**src/rtl/lamm_pkg.sv**
```systemverilog
`timescale 1ns / 1ps
package lamm_pkg;

  // Cascade limits
  localparam int MaxRes    = 5;
  localparam int NumChecks = 4;
  localparam int SpW       = $clog2(MaxRes + 1);
  localparam int ChkIdxW   = $clog2(NumChecks + 1);
  localparam int ChkSelW   = $clog2(NumChecks);

  // Front queue depth
  localparam int QDepth = 2;
  localparam int QPtrW  = $clog2(QDepth);
  localparam int QCntW  = $clog2(QDepth + 1);

  // Mux machine states
  localparam logic [2:0] MUX_BEGIN      = 3'd0;
  localparam logic [2:0] MUX_DETACHED   = 3'd1;
  localparam logic [2:0] MUX_WAITING    = 3'd2;
  localparam logic [2:0] MUX_ATTACHED   = 3'd3;
  localparam logic [2:0] MUX_COLLECTING = 3'd4;
  localparam logic [2:0] MUX_COLL_DIST  = 3'd5;
  localparam logic [2:0] MUX_KEEP       = 3'd7;

  // Event codes (E1..E9)
  localparam logic [3:0] EV_SELECTED   = 4'd0;
  localparam logic [3:0] EV_UNSELECTED = 4'd1;
  localparam logic [3:0] EV_SEL_READY  = 4'd2;
  localparam logic [3:0] EV_STANDBY    = 4'd3;
  localparam logic [3:0] EV_PSYNC      = 4'd4;
  localparam logic [3:0] EV_PNOSYNC    = 4'd5;
  localparam logic [3:0] EV_BEGIN      = 4'd6;
  localparam logic [3:0] EV_PCOLL      = 4'd7;
  localparam logic [3:0] EV_PNOCOLL    = 4'd8;

  // Selection codes
  localparam logic [1:0] SEL_SELECTED   = 2'd0;
  localparam logic [1:0] SEL_UNSELECTED = 2'd1;
  localparam logic [1:0] SEL_STANDBY    = 2'd2;

  typedef struct packed {
    logic [3:0] mode;
    logic [1:0] selection;
    logic       aggregator_present;
    logic       aggregator_ready;
    logic       partner_sync;
    logic       partner_collecting;
  } lamm_in_t;

  typedef struct packed {
    logic [2:0] new_state;
    logic       changed;
    logic       actor_sync;
    logic       actor_collecting;
    logic       actor_distributing;
    logic       attach_request;
    logic       detach_request;
    logic       disable_cd_request;
    logic       enable_collect_request;
    logic       enable_distribute_request;
    logic       wait_timer_start;
    logic       last;
  } lamm_out_t;

  // Classified item as held in the front queue
  typedef struct packed {
    logic [3:0] ev;
    logic       sel;
    logic       unsel;
    logic       stby;
    logic       present;
    logic       agg_ready;
    logic       psync;
    logic       pcoll;
  } lamm_cls_t;

  typedef enum logic {
    ENG_IDLE,
    ENG_RUN
  } eng_state_t;

  // Event/state transition table; MUX_KEEP means no transition
  function automatic logic [2:0] mux_next(input logic [3:0] ev, input logic [2:0] st);
    logic [2:0] nxt;
    nxt = MUX_KEEP;
    case (ev)
      EV_SELECTED: begin
        if (st == MUX_DETACHED) nxt = MUX_WAITING;
      end
      EV_UNSELECTED: begin
        if (st == MUX_WAITING || st == MUX_ATTACHED) nxt = MUX_DETACHED;
        else if (st == MUX_COLLECTING || st == MUX_COLL_DIST) nxt = MUX_ATTACHED;
      end
      EV_SEL_READY: begin
        if (st == MUX_WAITING) nxt = MUX_ATTACHED;
      end
      EV_STANDBY: begin
        if (st == MUX_ATTACHED) nxt = MUX_DETACHED;
        else if (st == MUX_COLLECTING || st == MUX_COLL_DIST) nxt = MUX_ATTACHED;
      end
      EV_PSYNC: begin
        if (st == MUX_ATTACHED) nxt = MUX_COLLECTING;
      end
      EV_PNOSYNC, EV_PNOCOLL: begin
        if (st == MUX_COLLECTING || st == MUX_COLL_DIST) nxt = MUX_ATTACHED;
      end
      EV_BEGIN: begin
        if (st <= MUX_COLL_DIST) nxt = MUX_DETACHED;
      end
      EV_PCOLL: begin
        if (st == MUX_COLLECTING) nxt = MUX_COLL_DIST;
      end
      default: nxt = MUX_KEEP;
    endcase
    return nxt;
  endfunction

endpackage

```
**src/rtl/lamm_front.sv**
```systemverilog
`timescale 1ns / 1ps
module lamm_front (
  input  logic                clk,
  input  logic                rst_n,
  input  logic                in_valid,
  output logic                in_ready,
  input  lamm_pkg::lamm_in_t  in_data,
  output logic                q_valid,
  output lamm_pkg::lamm_cls_t q_data,
  input  logic                q_pop
);
  import lamm_pkg::*;

  lamm_cls_t              mem_r [QDepth];
  logic [QPtrW-1:0]       wr_ptr_r, wr_ptr_nxt;
  logic [QPtrW-1:0]       rd_ptr_r, rd_ptr_nxt;
  logic [QCntW-1:0]       cnt_r;
  lamm_cls_t              cls;
  logic                   push, pop;

  // Classify the incoming item
  always_comb begin
    cls.ev        = in_data.mode;
    cls.sel       = (in_data.selection == SEL_SELECTED);
    cls.unsel     = (in_data.selection == SEL_UNSELECTED);
    cls.stby      = (in_data.selection == SEL_STANDBY);
    cls.present   = in_data.aggregator_present;
    cls.agg_ready = in_data.aggregator_ready;
    cls.psync     = in_data.partner_sync;
    cls.pcoll     = in_data.partner_collecting;
  end

  assign in_ready = (cnt_r != QCntW'(QDepth));
  assign q_valid  = (cnt_r != '0);
  assign q_data   = mem_r[rd_ptr_r];
  assign push     = in_valid && in_ready;
  assign pop      = q_pop && q_valid;

  // Pointer wrap
  assign wr_ptr_nxt = (wr_ptr_r == QPtrW'(QDepth - 1)) ? '0 : wr_ptr_r + 1'b1;
  assign rd_ptr_nxt = (rd_ptr_r == QPtrW'(QDepth - 1)) ? '0 : rd_ptr_r + 1'b1;

  // Queue control
  always_ff @(posedge clk) begin
    if (!rst_n) begin
      wr_ptr_r <= '0;
      rd_ptr_r <= '0;
      cnt_r    <= '0;
    end else begin
      if (push) wr_ptr_r <= wr_ptr_nxt;
      if (pop) rd_ptr_r <= rd_ptr_nxt;
      if (push && !pop) cnt_r <= cnt_r + 1'b1;
      else if (pop && !push) cnt_r <= cnt_r - 1'b1;
    end
  end

  // Queue storage
  always_ff @(posedge clk) begin
    if (push) mem_r[wr_ptr_r] <= cls;
  end

endmodule

```
**src/rtl/lamm_back.sv**
```systemverilog
`timescale 1ns / 1ps
module lamm_back (
  input  logic                clk,
  input  logic                rst_n,
  input  logic                q_valid,
  input  lamm_pkg::lamm_cls_t q_data,
  output logic                q_pop,
  output logic                out_valid,
  input  logic                out_ready,
  output lamm_pkg::lamm_out_t out_data
);
  import lamm_pkg::*;

  eng_state_t           eng_r, eng_nxt;
  logic [2:0]           cur_r;
  logic                 sync_r, coll_r, dist_r;
  lamm_cls_t            cond_r, cond_use;

  // Frame stack: state entered and next exit check to try
  logic [2:0]           frame_kind_r [MaxRes];
  logic [ChkIdxW-1:0]   frame_idx_r  [MaxRes];
  logic [SpW-1:0]       sp_r, top, push_at;
  logic [SpW-1:0]       res_cnt_r;

  lamm_out_t            pend_r, out_r;
  logic                 out_valid_r;

  logic [2:0]           top_kind;
  logic [ChkIdxW-1:0]   top_idx;
  logic [3:0]           chk_ev [NumChecks];
  logic [NumChecks-1:0] chk_cond, hit;
  logic                 hit_any;
  logic [ChkSelW-1:0]   hit_sel;

  logic [3:0]           step_ev;
  logic [2:0]           step_nxt;
  logic                 step_go;
  lamm_out_t            act_res, idle_res, emit_data;
  logic                 act_sync, act_coll, act_dist;

  logic                 out_free, room;
  logic                 do_trans, do_unwind, do_finish, emit_en;

  assign out_free = !out_valid_r || out_ready;
  assign room     = (res_cnt_r < SpW'(MaxRes));
  assign top      = (sp_r == '0) ? '0 : sp_r - 1'b1;
  assign push_at  = (eng_r == ENG_IDLE) ? '0 : sp_r;
  assign top_kind = frame_kind_r[top];
  assign top_idx  = frame_idx_r[top];

  // Exit checks of the state on top of the stack, in order
  always_comb begin
    for (int k = 0; k < NumChecks; k++) begin
      chk_ev[k]   = EV_BEGIN;
      chk_cond[k] = 1'b0;
    end
    case (top_kind)
      MUX_DETACHED: begin
        chk_ev[0] = EV_SELECTED;   chk_cond[0] = cond_r.sel;
        chk_ev[1] = EV_STANDBY;    chk_cond[1] = cond_r.stby;
      end
      MUX_WAITING: begin
        chk_ev[0] = EV_UNSELECTED; chk_cond[0] = cond_r.unsel;
        chk_ev[1] = EV_SEL_READY;
        chk_cond[1] = cond_r.sel && cond_r.present && cond_r.agg_ready;
      end
      MUX_ATTACHED: begin
        chk_ev[0] = EV_UNSELECTED; chk_cond[0] = cond_r.unsel;
        chk_ev[1] = EV_STANDBY;    chk_cond[1] = cond_r.stby;
        chk_ev[2] = EV_PSYNC;      chk_cond[2] = cond_r.psync && cond_r.sel;
      end
      MUX_COLLECTING: begin
        chk_ev[0] = EV_UNSELECTED; chk_cond[0] = cond_r.unsel;
        chk_ev[1] = EV_STANDBY;    chk_cond[1] = cond_r.stby;
        chk_ev[2] = EV_PNOSYNC;    chk_cond[2] = !cond_r.psync;
        chk_ev[3] = EV_PCOLL;
        chk_cond[3] = cond_r.sel && cond_r.psync && cond_r.pcoll && coll_r;
      end
      MUX_COLL_DIST: begin
        chk_ev[0] = EV_UNSELECTED; chk_cond[0] = cond_r.unsel;
        chk_ev[1] = EV_STANDBY;    chk_cond[1] = cond_r.stby;
        chk_ev[2] = EV_PNOSYNC;    chk_cond[2] = !cond_r.psync;
        chk_ev[3] = EV_PNOCOLL;    chk_cond[3] = cond_r.psync && !cond_r.pcoll;
      end
      default: ;
    endcase
  end

  // First remaining check that holds and moves the state
  always_comb begin
    for (int k = 0; k < NumChecks; k++) begin
      hit[k] = chk_cond[k] && (ChkIdxW'(k) >= top_idx) &&
               (mux_next(chk_ev[k], cur_r) != MUX_KEEP);
    end
    hit_any = |hit;
    hit_sel = '0;
    for (int k = NumChecks - 1; k >= 0; k--) begin
      if (hit[k]) hit_sel = ChkSelW'(k);
    end
  end

  // Shared transition unit: table lookup and entry action
  assign step_ev  = (eng_r == ENG_IDLE) ? q_data.ev : chk_ev[hit_sel];
  assign cond_use = (eng_r == ENG_IDLE) ? q_data : cond_r;
  assign step_nxt = mux_next(step_ev, cur_r);
  assign step_go  = (step_nxt != MUX_KEEP);

  always_comb begin
    act_sync = sync_r;
    act_coll = coll_r;
    act_dist = dist_r;
    act_res  = '0;
    case (step_nxt)
      MUX_DETACHED: begin
        act_sync = 1'b0; act_coll = 1'b0; act_dist = 1'b0;
        act_res.detach_request     = cond_use.present;
        act_res.disable_cd_request = 1'b1;
      end
      MUX_WAITING: begin
        act_res.wait_timer_start = 1'b1;
      end
      MUX_ATTACHED: begin
        act_sync = 1'b1; act_coll = 1'b0; act_dist = 1'b0;
        // no re-attach when falling back from collecting
        act_res.attach_request = cond_use.present && (cur_r != MUX_COLLECTING) &&
                                 (cur_r != MUX_COLL_DIST);
        act_res.disable_cd_request = 1'b1;
      end
      MUX_COLLECTING: begin
        act_coll = 1'b1; act_dist = 1'b0;
        act_res.enable_collect_request = 1'b1;
      end
      MUX_COLL_DIST: begin
        act_dist = 1'b1;
        act_res.enable_distribute_request = 1'b1;
      end
      default: ;
    endcase
    act_res.new_state          = step_nxt;
    act_res.changed            = 1'b1;
    act_res.actor_sync         = act_sync;
    act_res.actor_collecting   = act_coll;
    act_res.actor_distributing = act_dist;
    act_res.last               = 1'b0;
  end

  // No-transition result
  always_comb begin
    idle_res                    = '0;
    idle_res.new_state          = cur_r;
    idle_res.actor_sync         = sync_r;
    idle_res.actor_collecting   = coll_r;
    idle_res.actor_distributing = dist_r;
    idle_res.last               = 1'b1;
  end

  // Engine next state
  always_comb begin
    eng_nxt = eng_r;
    case (eng_r)
      ENG_IDLE: if (do_trans) eng_nxt = ENG_RUN;
      ENG_RUN:  if (do_finish) eng_nxt = ENG_IDLE;
      default:  eng_nxt = ENG_IDLE;
    endcase
  end

  // Engine controls
  always_comb begin
    q_pop     = 1'b0;
    do_trans  = 1'b0;
    do_unwind = 1'b0;
    do_finish = 1'b0;
    emit_en   = 1'b0;
    emit_data = idle_res;
    case (eng_r)
      ENG_IDLE: begin
        q_pop     = q_valid && out_free;
        do_trans  = q_pop && step_go;
        emit_en   = q_pop && !step_go;
      end
      ENG_RUN: begin
        emit_data = pend_r;
        if (out_free) begin
          if (hit_any && room) begin
            do_trans = 1'b1;
            emit_en  = 1'b1;
          end else if (!hit_any && room && sp_r > SpW'(1)) begin
            do_unwind = 1'b1;
          end else begin
            do_finish      = 1'b1;
            emit_en        = 1'b1;
            emit_data.last = 1'b1;
          end
        end
      end
      default: ;
    endcase
  end

  // Control registers
  always_ff @(posedge clk) begin
    if (!rst_n) begin
      eng_r       <= ENG_IDLE;
      cur_r       <= MUX_BEGIN;
      sync_r      <= 1'b0;
      coll_r      <= 1'b0;
      dist_r      <= 1'b0;
      sp_r        <= '0;
      res_cnt_r   <= '0;
      out_valid_r <= 1'b0;
    end else begin
      eng_r <= eng_nxt;
      if (do_trans) begin
        cur_r     <= step_nxt;
        sync_r    <= act_sync;
        coll_r    <= act_coll;
        dist_r    <= act_dist;
        sp_r      <= push_at + 1'b1;
        res_cnt_r <= (eng_r == ENG_IDLE) ? SpW'(1) : res_cnt_r + 1'b1;
      end else if (do_unwind) begin
        sp_r <= sp_r - 1'b1;
      end else if (do_finish) begin
        sp_r      <= '0;
        res_cnt_r <= '0;
      end
      if (emit_en) out_valid_r <= 1'b1;
      else if (out_ready) out_valid_r <= 1'b0;
    end
  end

  // Payload registers
  always_ff @(posedge clk) begin
    if (q_pop) cond_r <= q_data;
    if (do_trans) begin
      pend_r                <= act_res;
      frame_kind_r[push_at] <= step_nxt;
      frame_idx_r[push_at]  <= '0;
      if (eng_r == ENG_RUN) frame_idx_r[top] <= ChkIdxW'(hit_sel) + 1'b1;
    end
    if (emit_en) out_r <= emit_data;
  end

  assign out_valid = out_valid_r;
  assign out_data  = out_r;

endmodule

```
**src/rtl/link_aggregation_mux_machine_top.sv**
```systemverilog
`timescale 1ns / 1ps
// Link aggregation mux machine for one port.
// Input channel in_valid/in_ready/in_data: one event with the port's current
// selection, aggregator and partner conditions. Result channel
// out_valid/out_ready/out_data: one item per state transition (up to five per
// event), or one unchanged item when the event moves nothing; last marks the
// final item of an event.
// A two-entry front queue takes events while the engine works, so an event is
// accepted even while a result waits on the output register.
// Flow: an event is registered in the front queue before it reaches the
// engine. Popping an event takes its first transition; the engine then either
// takes the next transition, unwinds one nested entry with nothing left to
// check, or finishes with the last item, doing one table lookup per cycle while
// the output is free. A no-transition event is finished when it is popped.
// Reset (rst_n low, synchronous) puts the machine in the begin state with all
// actor flags clear and empties the queue and output register.
// When a result waits and out_ready is low the engine holds, then the queue
// fills and in_ready drops; no item is lost or repeated.
module link_aggregation_mux_machine_top (
  input  logic                clk,
  input  logic                rst_n,
  input  logic                in_valid,
  output logic                in_ready,
  input  lamm_pkg::lamm_in_t  in_data,
  output logic                out_valid,
  input  logic                out_ready,
  output lamm_pkg::lamm_out_t out_data
);
  import lamm_pkg::*;

  logic      q_valid;
  lamm_cls_t q_data;
  logic      q_pop;

  // Accept and classify
  lamm_front u_front (
    .clk      (clk),
    .rst_n    (rst_n),
    .in_valid (in_valid),
    .in_ready (in_ready),
    .in_data  (in_data),
    .q_valid  (q_valid),
    .q_data   (q_data),
    .q_pop    (q_pop)
  );

  // Transition cascade and result output
  lamm_back u_back (
    .clk       (clk),
    .rst_n     (rst_n),
    .q_valid   (q_valid),
    .q_data    (q_data),
    .q_pop     (q_pop),
    .out_valid (out_valid),
    .out_ready (out_ready),
    .out_data  (out_data)
  );

endmodule
```
**config.mk**
```make
export PLATFORM = sky130hd
export DESIGN_NAME = link_aggregation_mux_machine_top
export DESIGN_NICKNAME = d
export VERILOG_FILES = /design/src/rtl/lamm_pkg.sv /design/src/rtl/lamm_front.sv /design/src/rtl/lamm_back.sv /design/src/rtl/link_aggregation_mux_machine_top.sv
export SDC_FILE = /design/constraint.sdc
export NUM_CORES = 1
export LEC_CHECK = 0
export ABC_AREA = 1
export BUFFER_PORTS_ARGS = -buffer_cell sky130_fd_sc_hd__buf_4
export CAP_MARGIN = 20
export CORE_MARGIN = 2
export CORE_UTILIZATION = 36
export CTS_CLUSTER_SIZE = 28
export DETAILED_ROUTE_END_ITERATION = 10
export REMOVE_ABC_BUFFERS = 1
export SLEW_MARGIN = 40
export SYNTH_ARGS = -nofsm -noshare
export SYNTH_HDL_FRONTEND = slang
export SYNTH_SLANG_ARGS = --single-unit
```
**constraint.sdc**
```tcl
create_clock -name clk -period 7.8 [get_ports clk]
set_input_delay 0.39 -clock clk [delete_from_list [all_inputs] [get_ports clk]]
set_output_delay 0.39 -clock clk [all_outputs]
set_load 0.1 [all_outputs]
```
==> run summary <==
first-pass GRT wire length - 19.5 mm
largest net degree at the start of global routing - 29
initial DRC count - 335
row count - 44
Startpoint Class - flip-flop
worst setup margin - 2.60 ns
WP data required - 7.80 ns
post-synthesis cell type count - 39
CP max-delay cell - dfxtp_1
drt via density - 4.83
CP Max Fanout - 26
Place WS - 2.59 ns
asr flop ratio synth - 0
Seq cells post-synth - 104
crit path DAT - 5.20 ns
I/O pin total - 30
Commonest cells post-synth - nand2_1, edfxtp_1, nor2_1
CORE AREA - 0.0145 mm2
CTS HTree Levels - 3
Crit. path cell count - 29
routed via count - 3,967
HPWL Detailed - 8.89 mm
clock buffer depth - 2
worst slew pin tran - 0.649 ns
wire length per cell - 14.4 um
# DRC - 0
vias in the first global route - 3,853
Post-synth EDFFs - 85
area leader, netlist - edfxtp_1
routed wire length - 11.8 mm
CP Capture Type - flip-flop
port bufs - 29
Hold Crit Depth - 1
largest family of logic cells by synthesized area - simple AND/OR/NAND/NOR gates
final setup fails - 0
Post-DRT Antenna Nets - 0
die height - 126 um
XOR/XNOR Fraction of Synth Area - 0.00629
post-synthesis compound-gate area fraction - 0.0506
reg2reg setup slack - 2.60 ns
grt ovf - 0
Synth Area per Inst - 8.98 um2
Setup Skew - 0.00771 ns
reg2reg path depth - 29
Rel. slew slack - 0.565
Max Slew Vio Count - 0
Crit path largest cell delay - 0.60 ns
Adder-Cell Fraction of Synth Area - 0.0163
Die Footprint - 0.0159 mm2
CTS root buf - clkbuf_16
RePlAce Congestion - 0.957
most frequent cell on the critical path - nand2_1
cell with the most instances after synthesis - nand2_1
ant diodes - 0
register area share after synthesis - 0.546
Hold/Removal Path Class - in2reg
synth top area cells - edfxtp_1, nand2_1, dfxtp_1, nor2_1, inv_1
clock buffer count from CTS - 9
FMAX - 192 MHz
WP buf/inv - 4
fin crit period - 5.20 ns
nets@finish - 653
Crit Path Category - reg2reg
CTS tree - done
synthesized instance count - 598
# clock sinks - 104
Initial Util - 0.369
max cap viols - 0
area of the mapped netlist - 0.00537 mm2
postcts setup bufs - 0
Finished Cell Area - 0.00609 mm2
area delta synth->final - 13.4%
Die X - 126 um
simple-gate share of the synthesized area - 0.318
status - complete, no violations
period utilisation layout - 0.667
unrepaired setup endpoints after global routing - false
Top delay family on crit path - simple AND/OR/NAND/NOR gates
clock-pin slew on the worst setup and hold paths - 0.07 ns
total track usage - 0.156
final setup TNS - 0 ns
mux share of post-synthesis cell area - 0
final hold vios - 0
placed standard-cell area - 0.00579 mm2
Post-CTS Hold Buffers - 0
post-synth top area share - 0.475
Fill cells - 1,430
Finished Core Util - 0.419
post-cts resize count - 0
initial antenna violation count - 0
layout cell share with drive strength beyond 1 - 0.177
synth warn - 0
router iterations before antenna repair - 4
worst skew pair latency - 0.35 ns
Synth Flop Type - edfxtp_1
-- flip-flops by register name, summed over array words and instances (netlist names), named ones only --
name                 cells
u_front.mem_r           22
u_back.frame_idx_r      15
u_back.frame_kind_r     15
u_back.out_data         14
u_back.pend_r           12
u_back.cond_r            7
u_back.cur_r             3
u_back.res_cnt_r         3
u_back.sp_r              3
u_front.cnt_r            2
u_back.coll_r            1
u_back.dist_r            1
u_back.eng_r             1
u_back.out_valid         1
u_back.sync_r            1
u_front.rd_ptr_r         1
u_front.wr_ptr_r         1
-- through the flow --
| stage | hold WS (ns) | instances |
|---|---|---|
| global placement | 0.435 | 805 |
| CTS | 0.208 | 821 |
| finish | 0.220 | 821 |
| global route | 0.210 | 821 |
| detailed placement | 0.447 | 805 |
| floorplan | 0.425 | 590 |
-- placed cells by master (no fill, tap or decap), types with 2 or more instances in the layout --
master | netlist | layout
nand2_1 | 168 | 168
edfxtp_1 | 85 | 85
nor2_1 | 80 | 78
inv_1 | 62 | 62
nand3_1 | 39 | 39
buf_4 | 1 | 31
dfxtp_1 | 19 | 19
o21ai_0 | 16 | 16
inv_2 | 15 | 15
a21oi_1 | 13 | 13
o21ai_1 | 11 | 11
nand2_2 | 11 | 11
nand2_4 | 11 | 11
nand3_2 | 10 | 10
clkbuf_16 | 0 | 9
nand4_1 | 8 | 8
nor3_1 | 7 | 7
ha_1 | 7 | 7
nor2_2 | 4 | 6
nand3_4 | 4 | 4
nor2_4 | 3 | 3
clkbuf_1 | 4 | 3
a21oi_2 | 2 | 2
nand4_2 | 2 | 2
-- metal layers --
| layer | up-vias | part of all wire | track usage | routed length, um |
|---|---|---|---|---|
| li1 | 2014 | - | - | - |
| met1 | 1860 | 0.48 | 0.207 | 5600 |
| met2 | 79 | 0.47 | 0.256 | 5540 |
| met3 | 14 | 0.032 | 0.0246 | 381 |
| met4 | 0 | 0.022 | 0.0627 | 264 |
| met5 | - | 0 | 0 | 0 |
-- cells by family (layout without fill, tap and decap cells) --
group,Yosys count,in the layout
buf+inv,86,125
fa+ha+maj,7,7
compound gates,46,46
xor+xnor,3,3
simple gates,352,352
flops,104,104
-- area by class of cell --
type | count | area (um2) | share of cell area
sequential | 104 | 2930 | 0.482
multi-input combinational | 408 | 2110 | 0.346
inverter | 78 | 293 | 0.0481
clock buffer | 12 | 236 | 0.0389
timing repair buffer | 31 | 233 | 0.0382
tap | 184 | 230 | 0.0378
clock inverter | 4 | 55.1 | 0.00905
-- path summary, 6_finish.rpt --
| path | from | to |
|---|---|---|
| setup / recovery | u_back.sp_r[0]$_SDFFE_PN0P_ | u_back.frame_idx_r[3][0]$_SDFFCE_PN0P_ |
| hold / removal | in_data[2] | u_front.mem_r[0][2]$_DFFE_PP_ |
| setup reg to reg | u_back.sp_r[0]$_SDFFE_PN0P_ | u_back.frame_idx_r[3][0]$_SDFFCE_PN0P_ |
| hold reg to reg | u_front.rd_ptr_r$_SDFFE_PN0P_ | flip-flop |
Power is not shown: default switching activity piles up to over one toggle a cycle in this logic, so the estimate is an artifact.
